==> config.mk <==
export PLATFORM = sky130hd
export DESIGN_NAME = utf16_to_utf8_transcoder
export DESIGN_NICKNAME = d
export VERILOG_FILES = /design/src/design/u16u8_pkg.sv /design/src/design/u16u8_front.sv /design/src/design/u16u8_queue.sv /design/src/design/u16u8_back.sv /design/src/design/utf16_to_utf8_transcoder.sv
export SDC_FILE = /design/constraint.sdc
export NUM_CORES = 1
export LEC_CHECK = 0
export BUFFER_PORTS_ARGS = -buffer_cell sky130_fd_sc_hd__buf_2
export CORE_ASPECT_RATIO = 1.4
export CORE_UTILIZATION = 65
export CTS_CLUSTER_DIAMETER = 200
export CTS_CLUSTER_SIZE = 10
export DETAILED_ROUTE_END_ITERATION = 8
export GPL_TIMING_DRIVEN = 1
export HOLD_SLACK_MARGIN = 0.06
export PLACE_DENSITY_LB_ADDON = 0.25
export SLEW_MARGIN = 25
export SYNTH_ARGS = -nofsm -noshare
export SYNTH_HDL_FRONTEND = slang
export SYNTH_HIERARCHICAL = 1
export SYNTH_SLANG_ARGS = --single-unit
==> constraint.sdc <==
create_clock -name clk -period 8.1 [get_ports clk]
set_clock_uncertainty 0.15 [all_clocks]
set_input_delay 1.215 -clock clk [delete_from_list [all_inputs] [get_ports clk]]
set_output_delay 1.215 -clock clk [all_outputs]
set_load 0.02 [all_outputs]
==> src/design/u16u8_pkg.sv <==
`timescale 1ns / 1ps
`default_nettype none

package u16u8_pkg;

  localparam int unsigned QPTR_W      = 2;
  localparam int unsigned QUEUE_DEPTH = 1 << QPTR_W;
  localparam int unsigned QCNT_W      = QPTR_W + 1;

  localparam logic [15:0] MASK_ASCII = 16'hFF80;
  localparam logic [15:0] MASK_TWO   = 16'hF800;
  localparam logic [15:0] MASK_SURR  = 16'hFC00;
  localparam logic [15:0] SURR_ANY   = 16'hD800;
  localparam logic [15:0] SURR_HIGH  = 16'hD800;
  localparam logic [15:0] SURR_LOW   = 16'hDC00;
  localparam logic [10:0] PLANE_BASE = 11'h040;

  localparam logic [7:0] LEAD4 = 8'b1111_0000;
  localparam logic [7:0] LEAD3 = 8'b1110_0000;
  localparam logic [7:0] LEAD2 = 8'b1100_0000;
  localparam logic [7:0] CONT  = 8'b1000_0000;

  localparam logic [1:0] LAST_IDX_1 = 2'd0;
  localparam logic [1:0] LAST_IDX_2 = 2'd1;
  localparam logic [1:0] LAST_IDX_3 = 2'd2;
  localparam logic [1:0] LAST_IDX_4 = 2'd3;

  typedef struct packed {
    logic [3:0][7:0] bytes;
    logic [1:0]      last_idx;
    logic            err;
  } job_t;

  typedef struct packed {
    logic empty;
    logic full;
  } q_status_t;

endpackage

`default_nettype wire

==> src/design/u16u8_front.sv <==
`timescale 1ns / 1ps
`default_nettype none

module u16u8_front
  import u16u8_pkg::*;
(
  input  wire logic        clk,
  input  wire logic        rst,
  input  wire logic        accept,
  input  wire logic [15:0] code_unit,
  input  wire logic        end_of_buffer,
  output logic             job_wr,
  output job_t             job
);

  logic [9:0]  pending_high;
  logic        pending_valid;
  logic        error_sticky;
  logic [9:0]  pending_high_next;
  logic        pending_valid_next;
  logic        error_sticky_next;
  logic [20:0] cp;
  logic        is_low;
  logic        is_surr;

  assign is_low  = (code_unit & MASK_SURR) == SURR_LOW;
  assign is_surr = (code_unit & MASK_TWO) == SURR_ANY;
  assign cp      = {({1'b0, pending_high} + PLANE_BASE), code_unit[9:0]};

  always_comb begin
    pending_high_next  = pending_high;
    pending_valid_next = pending_valid;
    error_sticky_next  = error_sticky;
    job_wr             = accept;
    job                = '0;
    job.err            = 1'b1;
    job.last_idx       = LAST_IDX_1;
    priority if (error_sticky) begin
      error_sticky_next = 1'b1;
    end else if (pending_valid) begin
      pending_valid_next = 1'b0;
      pending_high_next  = '0;
      if (is_low) begin
        job.err      = 1'b0;
        job.last_idx = LAST_IDX_4;
        job.bytes[0] = LEAD4 | {5'd0, cp[20:18]};
        job.bytes[1] = CONT | {2'd0, cp[17:12]};
        job.bytes[2] = CONT | {2'd0, cp[11:6]};
        job.bytes[3] = CONT | {2'd0, cp[5:0]};
      end else begin
        error_sticky_next = 1'b1;
      end
    end else if ((code_unit & MASK_ASCII) == 16'h0000) begin
      job.err      = 1'b0;
      job.bytes[0] = code_unit[7:0];
    end else if ((code_unit & MASK_TWO) == 16'h0000) begin
      job.err      = 1'b0;
      job.last_idx = LAST_IDX_2;
      job.bytes[0] = LEAD2 | {3'd0, code_unit[10:6]};
      job.bytes[1] = CONT | {2'd0, code_unit[5:0]};
    end else if (!is_surr) begin
      job.err      = 1'b0;
      job.last_idx = LAST_IDX_3;
      job.bytes[0] = LEAD3 | {4'd0, code_unit[15:12]};
      job.bytes[1] = CONT | {2'd0, code_unit[11:6]};
      job.bytes[2] = CONT | {2'd0, code_unit[5:0]};
    end else if (is_low || end_of_buffer) begin
      error_sticky_next = 1'b1;
    end else begin
      job_wr             = 1'b0;
      pending_valid_next = 1'b1;
      pending_high_next  = code_unit[9:0];
    end
  end

  always_ff @(posedge clk) begin
    if (rst) begin
      pending_high  <= '0;
      pending_valid <= 1'b0;
      error_sticky  <= 1'b0;
    end else if (accept) begin
      pending_high  <= pending_high_next;
      pending_valid <= pending_valid_next;
      error_sticky  <= error_sticky_next;
    end
  end

endmodule

`default_nettype wire

==> src/design/u16u8_queue.sv <==
`timescale 1ns / 1ps
`default_nettype none

module u16u8_queue
  import u16u8_pkg::*;
(
  input  wire logic clk,
  input  wire logic rst,
  input  wire logic wr,
  input  wire job_t wr_job,
  input  wire logic rd,
  output job_t      head,
  output q_status_t status
);

  job_t              mem [QUEUE_DEPTH];
  logic [QPTR_W-1:0] wr_ptr;
  logic [QPTR_W-1:0] rd_ptr;
  logic [QCNT_W-1:0] count;
  logic              do_wr;
  logic              do_rd;

  assign status.empty = count == '0;
  assign status.full  = count == QCNT_W'(QUEUE_DEPTH);
  assign do_wr        = wr && !status.full;
  assign do_rd        = rd && !status.empty;
  assign head         = mem[rd_ptr];

  always_ff @(posedge clk) begin
    if (do_wr) begin
      mem[wr_ptr] <= wr_job;
    end
  end

  always_ff @(posedge clk) begin
    if (rst) begin
      wr_ptr <= '0;
      rd_ptr <= '0;
      count  <= '0;
    end else begin
      if (do_wr) begin
        wr_ptr <= wr_ptr + 1'b1;
      end
      if (do_rd) begin
        rd_ptr <= rd_ptr + 1'b1;
      end
      unique case ({do_wr, do_rd})
        2'b10:   count <= count + 1'b1;
        2'b01:   count <= count - 1'b1;
        default: count <= count;
      endcase
    end
  end

endmodule

`default_nettype wire

==> src/design/u16u8_back.sv <==
`timescale 1ns / 1ps
`default_nettype none

module u16u8_back
  import u16u8_pkg::*;
(
  input  wire logic      clk,
  input  wire logic      rst,
  input  wire job_t      head,
  input  wire q_status_t status,
  output logic           rd,
  input  wire logic      pop,
  output logic           empty,
  output logic [7:0]     out_byte,
  output logic           last_byte,
  output logic           error
);

  logic       out_valid;
  logic [1:0] idx;
  logic       load;
  logic       at_last;

  assign load    = !out_valid || pop;
  assign at_last = idx == head.last_idx;
  assign rd      = load && !status.empty && at_last;
  assign empty   = !out_valid;

  always_ff @(posedge clk) begin
    if (rst) begin
      out_valid <= 1'b0;
      idx       <= '0;
    end else if (load) begin
      out_valid <= !status.empty;
      if (!status.empty) begin
        idx <= at_last ? 2'd0 : idx + 1'b1;
      end
    end
  end

  always_ff @(posedge clk) begin
    if (load && !status.empty) begin
      out_byte  <= head.bytes[idx];
      last_byte <= at_last;
      error     <= head.err;
    end
  end

endmodule

`default_nettype wire

==> src/design/utf16_to_utf8_transcoder.sv <==
`timescale 1ns / 1ps
`default_nettype none

// channel | signals                                   | transaction at rising edge
// input   | push, full, code_unit, end_of_buffer      | push && !full
// result  | empty, pop, out_byte, last_byte, error    | pop && !empty
//
// One result byte per cycle while pop stays high; a code unit gives 1 to 4 result
// bytes by its UTF-8 length, a held high surrogate none. The byte serializer sets
// the rate. The first byte passes through the job queue and the output register.
// Reset clears the held surrogate, the sticky error, the 4-entry job queue and
// the output valid flag. full rises when four jobs wait, behind a stalled pop or
// behind multibyte units that the serializer has not yet sent.

module utf16_to_utf8_transcoder
  import u16u8_pkg::*;
(
  input  wire logic        clk,
  input  wire logic        rst,
  input  wire logic        push,
  output logic             full,
  input  wire logic [15:0] code_unit,
  input  wire logic        end_of_buffer,
  output logic             empty,
  input  wire logic        pop,
  output logic [7:0]       out_byte,
  output logic             last_byte,
  output logic             error
);

  job_t      job;
  job_t      head;
  logic      job_wr;
  logic      q_rd;
  logic      accept;
  q_status_t q_status;

  assign full   = q_status.full;
  assign accept = push && !q_status.full;

  u16u8_front u_front (
    .clk           (clk),
    .rst           (rst),
    .accept        (accept),
    .code_unit     (code_unit),
    .end_of_buffer (end_of_buffer),
    .job_wr        (job_wr),
    .job           (job)
  );

  u16u8_queue u_queue (
    .clk    (clk),
    .rst    (rst),
    .wr     (job_wr),
    .wr_job (job),
    .rd     (q_rd),
    .head   (head),
    .status (q_status)
  );

  u16u8_back u_back (
    .clk       (clk),
    .rst       (rst),
    .head      (head),
    .status    (q_status),
    .rd        (q_rd),
    .pop       (pop),
    .empty     (empty),
    .out_byte  (out_byte),
    .last_byte (last_byte),
    .error     (error)
  );

endmodule

`default_nettype wire

* Yosys cells after proc, flatten, opt, wreduce, memory -nomap -nowiden
Memories as Yosys holds them, arrays and structs flattened. A register that Yosys moved wholly into a read port is not among the register bits.
Cells that the tools add are included.
** Operators by class
- Add/sub/neg operators :: 6
- Order comparisons :: 1
- Eq/ne operators :: 9
- Mux-type cells :: 42
- Bitwise operators :: 2
- Reduce and logical (&&, ||, !) cells :: 18
** Operator list (number)
- 2-to-1 mux 35 bit :: 2
- 2-to-1 mux 27 bit :: 2
- 2-to-1 mux 10 bit :: 5
- logical NOT 16 bit :: 2
- 2-to-1 mux 8 bit :: 4
- 2-to-1 mux 1 bit :: 21
- 2-to-1 mux 19 bit :: 1
- binary-select mux 8 bit (select 2 bit) :: 1
- 2-to-1 mux 16 bit :: 1
- adder 10 x 7 -> 11 bit (second input constant) :: 1
- 2-to-1 mux 2 bit :: 4
- adder 2 x 1 -> 2 bit (second input constant) :: 3
- equality test 6 bit (second input constant) :: 1
- != test 2 x 1 -> 1 bit (second input constant) :: 3
- case mux 3 bit (2 select lines) :: 1
- AND reduction 6 bit :: 1
- equality test 5 bit (second input constant) :: 1
- logical AND 1 bit :: 5
- AND reduction 2 bit :: 2
- nonzero test 2 bit :: 2
- adder 3 x 1 -> 3 bit (second input constant) :: 1
- equality test 3 bit (second input constant) :: 1
- logical NOT 1 bit :: 3
- logical NOT 3 bit :: 1
- 7 further kinds :: 9
** Word-level totals
- Bits in registers :: 32
- RAM bits :: 140
- Bits of input ports :: 21
- Output and inout port bits :: 12
- Logic and storage cells :: 90
- Memories kept :: 1
** Memory list
- u_queue.mem :: depth 4, bits a word 35, read ports 1, clocked after memory_dff 1, wr ports 1, line u16u8_queue.sv:16 : job_t mem [QUEUE_DEPTH];

* Longest topological paths before layout
Gate-level depths: netlist (run 1).
- Depth after elaboration :: 12
- Depth in mapped cells :: 14
- Gate-level depth less buffers :: 12

* Hierarchy
The synthesis (run 1) kept the hierarchy.
** By module, submodules not included
- u16u8_queue :: times used 1, cells an instance 237, area each 5587.9 um^2, sequential area each 4384.2 um^2
- u16u8_front :: times used 1, cells an instance 171, area each 1224.9 um^2, sequential area each 240.2 um^2
- u16u8_back :: times used 1, cells an instance 43, area each 694.4 um^2, sequential area each 360.3 um^2
- utf16_to_utf8_transcoder :: times used 1, cells an instance 1, area each 13.8 um^2, sequential area each 0.0 um^2

* Worst setup path after synthesis (run 1)
OpenSTA, ideal clock, no wires.
- Path kind :: input-to-reg
- Start point :: in code_unit[11]
- End point :: mem u_queue/mem[0][0] (netlist name) (enable)
- Library setup time :: 0.395 ns
- Data arrival time :: 3.178 ns
- Required time :: 7.555 ns
- Path slack :: 4.376 ns
- Stages on the path :: 8
- Path buffers :: 2
- Cell sequence :: and3_1 > buf_6 > and3_1 > buf_4 > a21boi_0 > inv_1 > nor2_1 > and2_1
** On the way
- Word-level cells in the longest chain between the ends :: 11
- Elaborated cells on any way between the ends :: 14
- Those cells by class :: eq/ne: 2; mux: 8; reduce/logical: 4
** RTL lines
- from (decl) :: line utf16_to_utf8_transcoder.sv:22 : input wire logic [15:0] code_unit,
- equality test 6 bit :: line u16u8_front.sv:26 : assign is_low = (code_unit & MASK_SURR) == SURR_LOW;
- logical OR 1 bit :: line u16u8_front.sv:67 : end else if (is_low || end_of_buffer) begin
- 2-to-1 mux 1 bit :: line u16u8_front.sv:67
- 2-to-1 mux 1 bit :: line u16u8_front.sv:61 : end else if (!is_surr) begin
- 2-to-1 mux 1 bit :: line u16u8_front.sv:56 : end else if ((code_unit & MASK_TWO) == 16'h0000) begin
- 2-to-1 mux 1 bit * :: line u16u8_front.sv:53 : end else if ((code_unit & MASK_ASCII) == 16'h0000) begin
- 2-to-1 mux 1 bit * :: line u16u8_front.sv:40 : end else if (pending_valid) begin
- 2-to-1 mux 1 bit * :: line u16u8_front.sv:38 : priority if (error_sticky) begin
- named net job_wr :: line utf16_to_utf8_transcoder.sv:33 : logic job_wr;
- logical AND 1 bit * :: line u16u8_queue.sv:25 : assign do_wr = wr && !status.full;
- 2-to-1 mux 1 bit * :: line u16u8_queue.sv:30 : if (do_wr) begin
- 2-to-1 mux 1 bit (not written as such) * :: line u16u8_queue.sv:31 : mem[wr_ptr] <= wr_job;
- to (decl) :: line u16u8_queue.sv:16
The timed path passes the listed nets; every way through them passes the cells marked *.

==> parameters.txt, run 1 <==
Parameter                              Value

CTS
  Num Clock Sinks ... 174
  Bufs on Longest Clock Path ... 2
  Clock root buffer master ... clkbuf_16
  Deepest level of the CTS H-tree ... 4
  Post-CTS clock slew at the launch and capture registers of the worst setup and hold paths ... 0.06 ns
  Post-CTS setup-driven buffer insertion count ... 0
  TritonCTS buffer count ... 17
  Hold bufs inserted after CTS ... 0
  CTS tree ... built
  Latest clock arrival within the worst-skew pair ... 0.42 ns
  # resized after CTS ... 0

Cells and area
  Storage element area ... 4986 sq um
  Area growth syn-to-layout ... 9.815%
  Ant diodes ... 0
  Fraction of layout cells with a size suffix above 1 ... 23.94%
  Filler Cell Count ... 737
  Multi-input logic area ... 2292 sq um
  Number of nets in the layout ... 512
  Final cell utilization of the core ... 73.21%

Power and ir drop
  Cell-internal power ... 1531 uW
  Reported net switching power ... 463.1 uW
  Net switching share of the total power ... 23.22%
  Reg power frac ... 53.0%
  Reported leakage power ... 0.002701 uW
  P per Cell Area ... 241.5 nW/um^2
  Fraction of power consumed by combinational cells ... 9.2%
  Overall Power ... 1994 uW
  Clock Power Share ... 37.8%
  VDD IR max ... 186.1 uV

Global route
  Total global routing track utilization ... 26.52%
  Number of antenna violations at the first check in global routing ... 0
  Congestion Overflow GR ... 0
  First-pass GRT wire length ... 22.81 mm
  Vias in the first global route ... 4,254
  Largest net degree at the start of global routing ... 36

Run
  Total of max-cap violations ... 0

Timing
  Final count of pins violating max slew ... 0
  Max-slew headroom ... 37.71%
  Post-route minimum period ... 3.926 ns
  Post-route setup slack ... 4.174 ns
  Summed negative setup slack over all endpoints ... 0 ns
  Number of hold violations in the final report ... 0
  RSZ-0062 raised after global routing ... no
  Period utilisation layout ... 48.47%
  Upper clock frequency limit ... 254.7 MHz
  Transition time of the tightest slew-check pin ... 0.9331 ns
  Count of final setup violators ... 0
  Worst hold slack ... 0.3351 ns

Floorplan
  Die Height ... 129.3 um
  Starting Density ... 66.67%
  Top-level I/O count ... 33
  Die footprint ... 12,010 sq um
  Width of the chip ... 92.91 um
  Row cnt ... 46
  Area of the core region ... 11,280 sq um

Placement
  Total half-perimeter wirelength after legalization and detailed placement ... 8.757 mm
  RePlAce Congestion ... 1.012
  PortBufs ... 32
  Worst-case setup slack after placement ... 4.027 ns

Logic synthesis
  Average cell area after synthesis ... 16.64 sq um
  Number of synthesized flops with an enable pin ... 150
  Number of cells produced by synthesis ... 452
  Cells taking the most area after synthesis ... edfxtp_1, mux4_2, dfxtp_1, mux4_1, o21ai_0
  Yosys warning total ... 6
  Share of the synthesized area in the top cell type ... 59.89%
  Sequential-to-total area share from yosys stat ... 66.28%
  Top FF cell, synth ... edfxtp_1
  FFs w/ async S/R, synth ... 0%
  Synth area leader ... edfxtp_1
  Post-synthesis instance area ... 7521 sq um
  Number of different library cells in the post-synthesis netlist ... 62
  Number of synthesized register bits ... 174

Route
  Overall via count from detail_route ... 4,204
  Count of routing violations after the opening detailed-route iteration ... 416
  Post-route DRC violation count ... 0
  Vias per cell ... 6.559
  Routed len/inst ... 23.16 um
  Post-Route WL ... 14.84 mm
  Number of search-and-repair iterations in the first detailed-routing pass ... 6
  Post-route antenna net violation count ... 0

Worst setup path
  Worst Path Required ... 8.30 ns
  Instance count on the critical path ... 13
  Top Family by Delay on Critical Path ... simple AND/OR/NAND/NOR gates
  Critical path's largest stage delay ... 0.71 ns
  Dominant cell type by count on the critical path ... inv_1
  Endpoint kind of the worst setup timing path ... register
  Count of cells along the worst register-to-register path ... 13
  Critical path arrival ... 4.12 ns
  Largest fanout of any net on the critical path ... 35
  WS Path Type ... register to register
  Startpoint type of the worst setup path ... register
  Worst path cell trace ... buf_4 -> mux4_1 -> xnor2_1 -> nand2_1 -> nor3_1 -> o31ai_2 -> inv_1 -> ha_1 -> inv_1 -> fa_1 -> xor2_1 -> or3_1 -> a21oi_1
  Crit path max-delay cell type ... mux4_1
  Buffers and inverters on the worst path ... 3

Worst hold path
  Worst hold path cell count ... 2
  Class of the worst hold path ... register to register

Run status
  Result of the run ... complete, no violations
[cells in the mapped netlist, types with 7 or more instances]
master	instances
nand3b_1	7
o21ai_0	17
edfxtp_1	150
nand3_1	9
nor2_1	21
mux4_2	37
and2_1	12
buf_2	8
dfxtp_1	24
a21oi_1	16
a31oi_1	7
nand2_1	20
inv_1	11
[power by group through the flow]
| stage | Sequential, uW | Combinational (uW) | Clock (uW) |
|---|---|---|---|
| floorplan | 1080 | 124 | 0 |
| global placement | 1070 | 176 | 0 |
| detailed placement | 1080 | 181 | 0 |
| CTS | 1060 | 184 | 760 |
| global route | 1060 | 196 | 796 |
| finish | 1060 | 184 | 753 |
[final timing paths]
check                               start                       to  slack (ns)
hold / removal    u_front/pending_high[0]  u_front/pending_high[0]        0.34
setup reg to reg                 register         u_queue/count[2]        4.17
hold reg to reg   u_front/pending_high[0]  u_front/pending_high[0]        0.34
setup / recovery                 register         u_queue/count[2]        4.17
[layout by cell type, fill, tap and decap left out, types with 5 or more instances in the layout]
cell / synthesis / final
o21ai_0: 17 / 17
nor2_1: 21 / 20
nand2b_1: 5 / 5
nor2b_1: 6 / 6
nand2_1: 20 / 20
mux4_2: 37 / 37
a21oi_1: 16 / 16
nand3b_1: 7 / 7
buf_2: 8 / 32
dfxtp_1: 24 / 23
buf_4: 6 / 6
a31oi_1: 7 / 7
mux4_1: 6 / 6
nand3_1: 9 / 9
inv_1: 11 / 11
clkbuf_16: 0 / 17
a22oi_1: 6 / 6
ha_1: 6 / 6
edfxtp_1: 150 / 150
and2_1: 12 / 12
[metal layers]
metal  vias to the layer above  GRT usage [%]  wire (um)
met5                         -              0          0
met4                         0          11.76        516
met3                        45          5.047        799
met2                       203          45.85       7883
met1                      2104          32.67       5645
li1                       1852              -          -
[cell families after synthesis]
family	synth area share, %
xor+xnor	0.8152
mux	13.31
other cells	0.04986
compound gates	6.322
flops	66.28
fa+ha+maj	1.264
simple gates	8.585
buf+inv	3.377
[final cells by class]
class | count | share of cell area [%]
timing repair buffer | 38 | 2.484
inverter | 12 | 0.5454
clock inverter | 12 | 1.379
clock buffer | 20 | 5.287
sequential | 174 | 60.37
tap | 144 | 2.181
multi-input combinational | 241 | 27.75
[tightest hold or removal path: cells and delay by family, from the launching register on]
family | cells | cell delay, ns
AO/OA/AOI/OAI | 2 | 0.13
flip-flops | 1 | 0.31
[state kept, by name, summed over array words and instances, names as in the netlist, named ones only]
name                   count
u_back/idx                 2
u_back/out_valid           1
u_front/error_sticky       1
u_queue/wr_ptr             2
u_queue/count              3
u_queue/mem              140
u_back/last_byte           1
u_front/pending_valid      1
u_back/out_byte            8
u_back/error               1
u_queue/rd_ptr             2
u_front/pending_high      10
[metrics by stage]
stage | cells | area [sq um]
after global routing | 641 | 8259
after CTS | 641 | 8259
after floorplan | 454 | 7528
final | 641 | 8259
after global placement | 609 | 7706
after detailed placement | 609 | 7709
No activity file was read; power rests on OpenSTA's default activity.
==> run 2, diff against run 1 <==
- CORE_UTILIZATION: 65 -> 62
- clock period: 8.1 -> 4.1 ns (I/O delays scaled with it)
==> run 2 against run 1 <==
  * Sequential power up 95%
  * Clock power up 97%
  * Register-to-register slack worse by 3.6 ns
  * Global-route usage down 2.4 points
  * Final cell count up 0.78%
  * Non-clock buffer count up 2
  * Largest cell class unchanged
==> parameters.txt, run 2 (synthesis gave the netlist of run 1 again) <==
Parameter                              Value

Route
  Routed len/inst ... 21.44 um
  Count of routing violations after the opening detailed-route iteration ... 340
  Number of search-and-repair iterations in the first detailed-routing pass ... 8
  Post-route DRC violation count ... 0
  Vias per cell ... 6.396
  Post-Route WL ... 13.85 mm
  Post-route antenna net violation count ... 0
  Overall via count from detail_route ... 4,132

Global route
  Number of antenna violations at the first check in global routing ... 0
  Congestion Overflow GR ... 0
  First-pass GRT wire length ... 21.83 mm
  Vias in the first global route ... 4,167
  Total global routing track utilization ... 24.16%
  Largest net degree at the start of global routing ... 36

Power and ir drop
  VDD IR max ... 341.0 uV
  Reported leakage power ... 0.002718 uW
  P per Cell Area ... 473.9 nW/um^2

CTS
  Post-CTS clock slew at the launch and capture registers of the worst setup and hold paths ... 0.06 ns
  Post-CTS setup-driven buffer insertion count ... 0
  CTS tree ... built
  Num Clock Sinks ... 174
  TritonCTS buffer count ... 17
  Latest clock arrival within the worst-skew pair ... 0.42 ns
  Bufs on Longest Clock Path ... 2
  # resized after CTS ... 0
  Hold bufs inserted after CTS ... 0
  Deepest level of the CTS H-tree ... 4
  Clock root buffer master ... clkbuf_16

Timing
  Period utilisation layout ... 86.28%
  Post-route minimum period ... 3.537 ns
  Max-slew headroom ... 50.91%
  Worst hold slack ... 0.3301 ns
  Upper clock frequency limit ... 282.7 MHz
  Number of hold violations in the final report ... 0
  Transition time of the tightest slew-check pin ... 0.7354 ns
  Final count of pins violating max slew ... 0
  Post-route setup slack ... 0.5626 ns
  Count of final setup violators ... 0
  Summed negative setup slack over all endpoints ... 0 ns
  RSZ-0062 raised after global routing ... no

Worst setup path
  Endpoint kind of the worst setup timing path ... register
  Worst Path Required ... 4.30 ns
  Crit path max-delay cell type ... mux4_1
  Critical path arrival ... 3.74 ns
  Critical path's largest stage delay ... 0.67 ns
  Largest fanout of any net on the critical path ... 12
  WS Path Type ... register to register
  Startpoint type of the worst setup path ... register
  Worst path cell trace ... mux4_1 -> xnor2_1 -> nand2_1 -> nor3_1 -> o31ai_2 -> inv_1 -> ha_1 -> inv_1 -> fa_1 -> xor2_1 -> or3_1 -> a21oi_1
  Top Family by Delay on Critical Path ... simple AND/OR/NAND/NOR gates
  Buffers and inverters on the worst path ... 2
  Dominant cell type by count on the critical path ... inv_1

Cells and area
  Number of flip-flops under the largest register name ... 140
  Registers with the highest flip-flop counts ... u_queue/mem x140, u_front/pending_high x10, u_back/out_byte x8
  Reg with most FFs ... u_queue/mem
  Most common cell after layout, fill and taps aside ... edfxtp_1
  Filler Cell Count ... 758
  Leading cell types in the layout, fill and taps excluded ... edfxtp_1, mux4_2, buf_2
  Ant diodes ... 0
  Number of nets in the layout ... 514
  Area growth syn-to-layout ... 10.16%
  Fraction of layout cells with a size suffix above 1 ... 24.85%

Placement
  RePlAce Congestion ... 1.008
  Total half-perimeter wirelength after legalization and detailed placement ... 8.803 mm
  Worst-case setup slack after placement ... 0.6115 ns
  PortBufs ... 32

Floorplan
  Top-level I/O count ... 33
  Width of the chip ... 95.09 um
  Die footprint ... 12,580 sq um
  Area of the core region ... 11,820 sq um
  Starting Density ... 63.63%
  Die Height ... 132.3 um
  Row cnt ... 47

Worst hold path
  Class of the worst hold path ... register to register

Run
  Total of max-cap violations ... 0

Run status
  Result of the run ... complete, no violations
run 2: changes by cell type in the layout (fill, tap and decap cells not counted), sizes merged:
cell      before  now
inv           15   12
bufinv         1    0
clkbuf        20   23
buf           38   40
clkinvlp       2    3
run 2: final timing paths:
path | startpoint | to | slack (ns) | depth (start not counted)
max | register | u_queue/count[2] | 0.56 | 12
min | u_front/pending_high[0] | u_front/pending_high[0] | 0.33 | 2
max reg2reg | register | u_queue/count[2] | 0.56 | 12
min reg2reg | u_front/pending_high[0] | u_front/pending_high[0] | 0.33 | 2
run 2: layer usage:
metal	vias to the layer above	wire (um)	GRT usage [%]
li1	1852	-	-
met1	2067	5570	31.81
met2	176	7077	38.45
met3	37	750	4.960
met4	0	452	11.36
met5	-	0	0
run 2: cell type report:
cell class | count | area (sq um) | area share [%]
Timing Repair Buffer | 40 | 220.2 | 2.658
Clock inverter | 9 | 58.81 | 0.7098
Sequential cell | 174 | 4986 | 60.18
Inverter | 12 | 45.04 | 0.5436
Multi-Input combinational cell | 241 | 2292 | 27.67
Tap cell | 147 | 183.9 | 2.220
Clock buffer | 23 | 499.2 | 6.025
run 2: power breakdown:
group	switching, uW	total, uW	leakage (uW)	internal, uW
logic	221	374	0.000869	152
clock network	625	1480	0.000268	855
registers	37.9	2070	0.00158	2030
total	884	3930	0.00272	3040
run 2: stage by stage:
step	util [%]	power [uW]	instance area (sq um)	std cells
finish	70.10	3926	8285	646
global route	70.10	4055	8285	646
CTS	70.08	3956	8283	646
detailed placement	65.35	2485	7725	614
global placement	65.35	2471	7725	614
floorplan	-	2371	7528	454
run 2: tightest hold or removal path, stage by stage (launching register included):
cell     delay [ns]
dfxtp_1        0.31
o21ai_0        0.07
a21oi_1        0.06
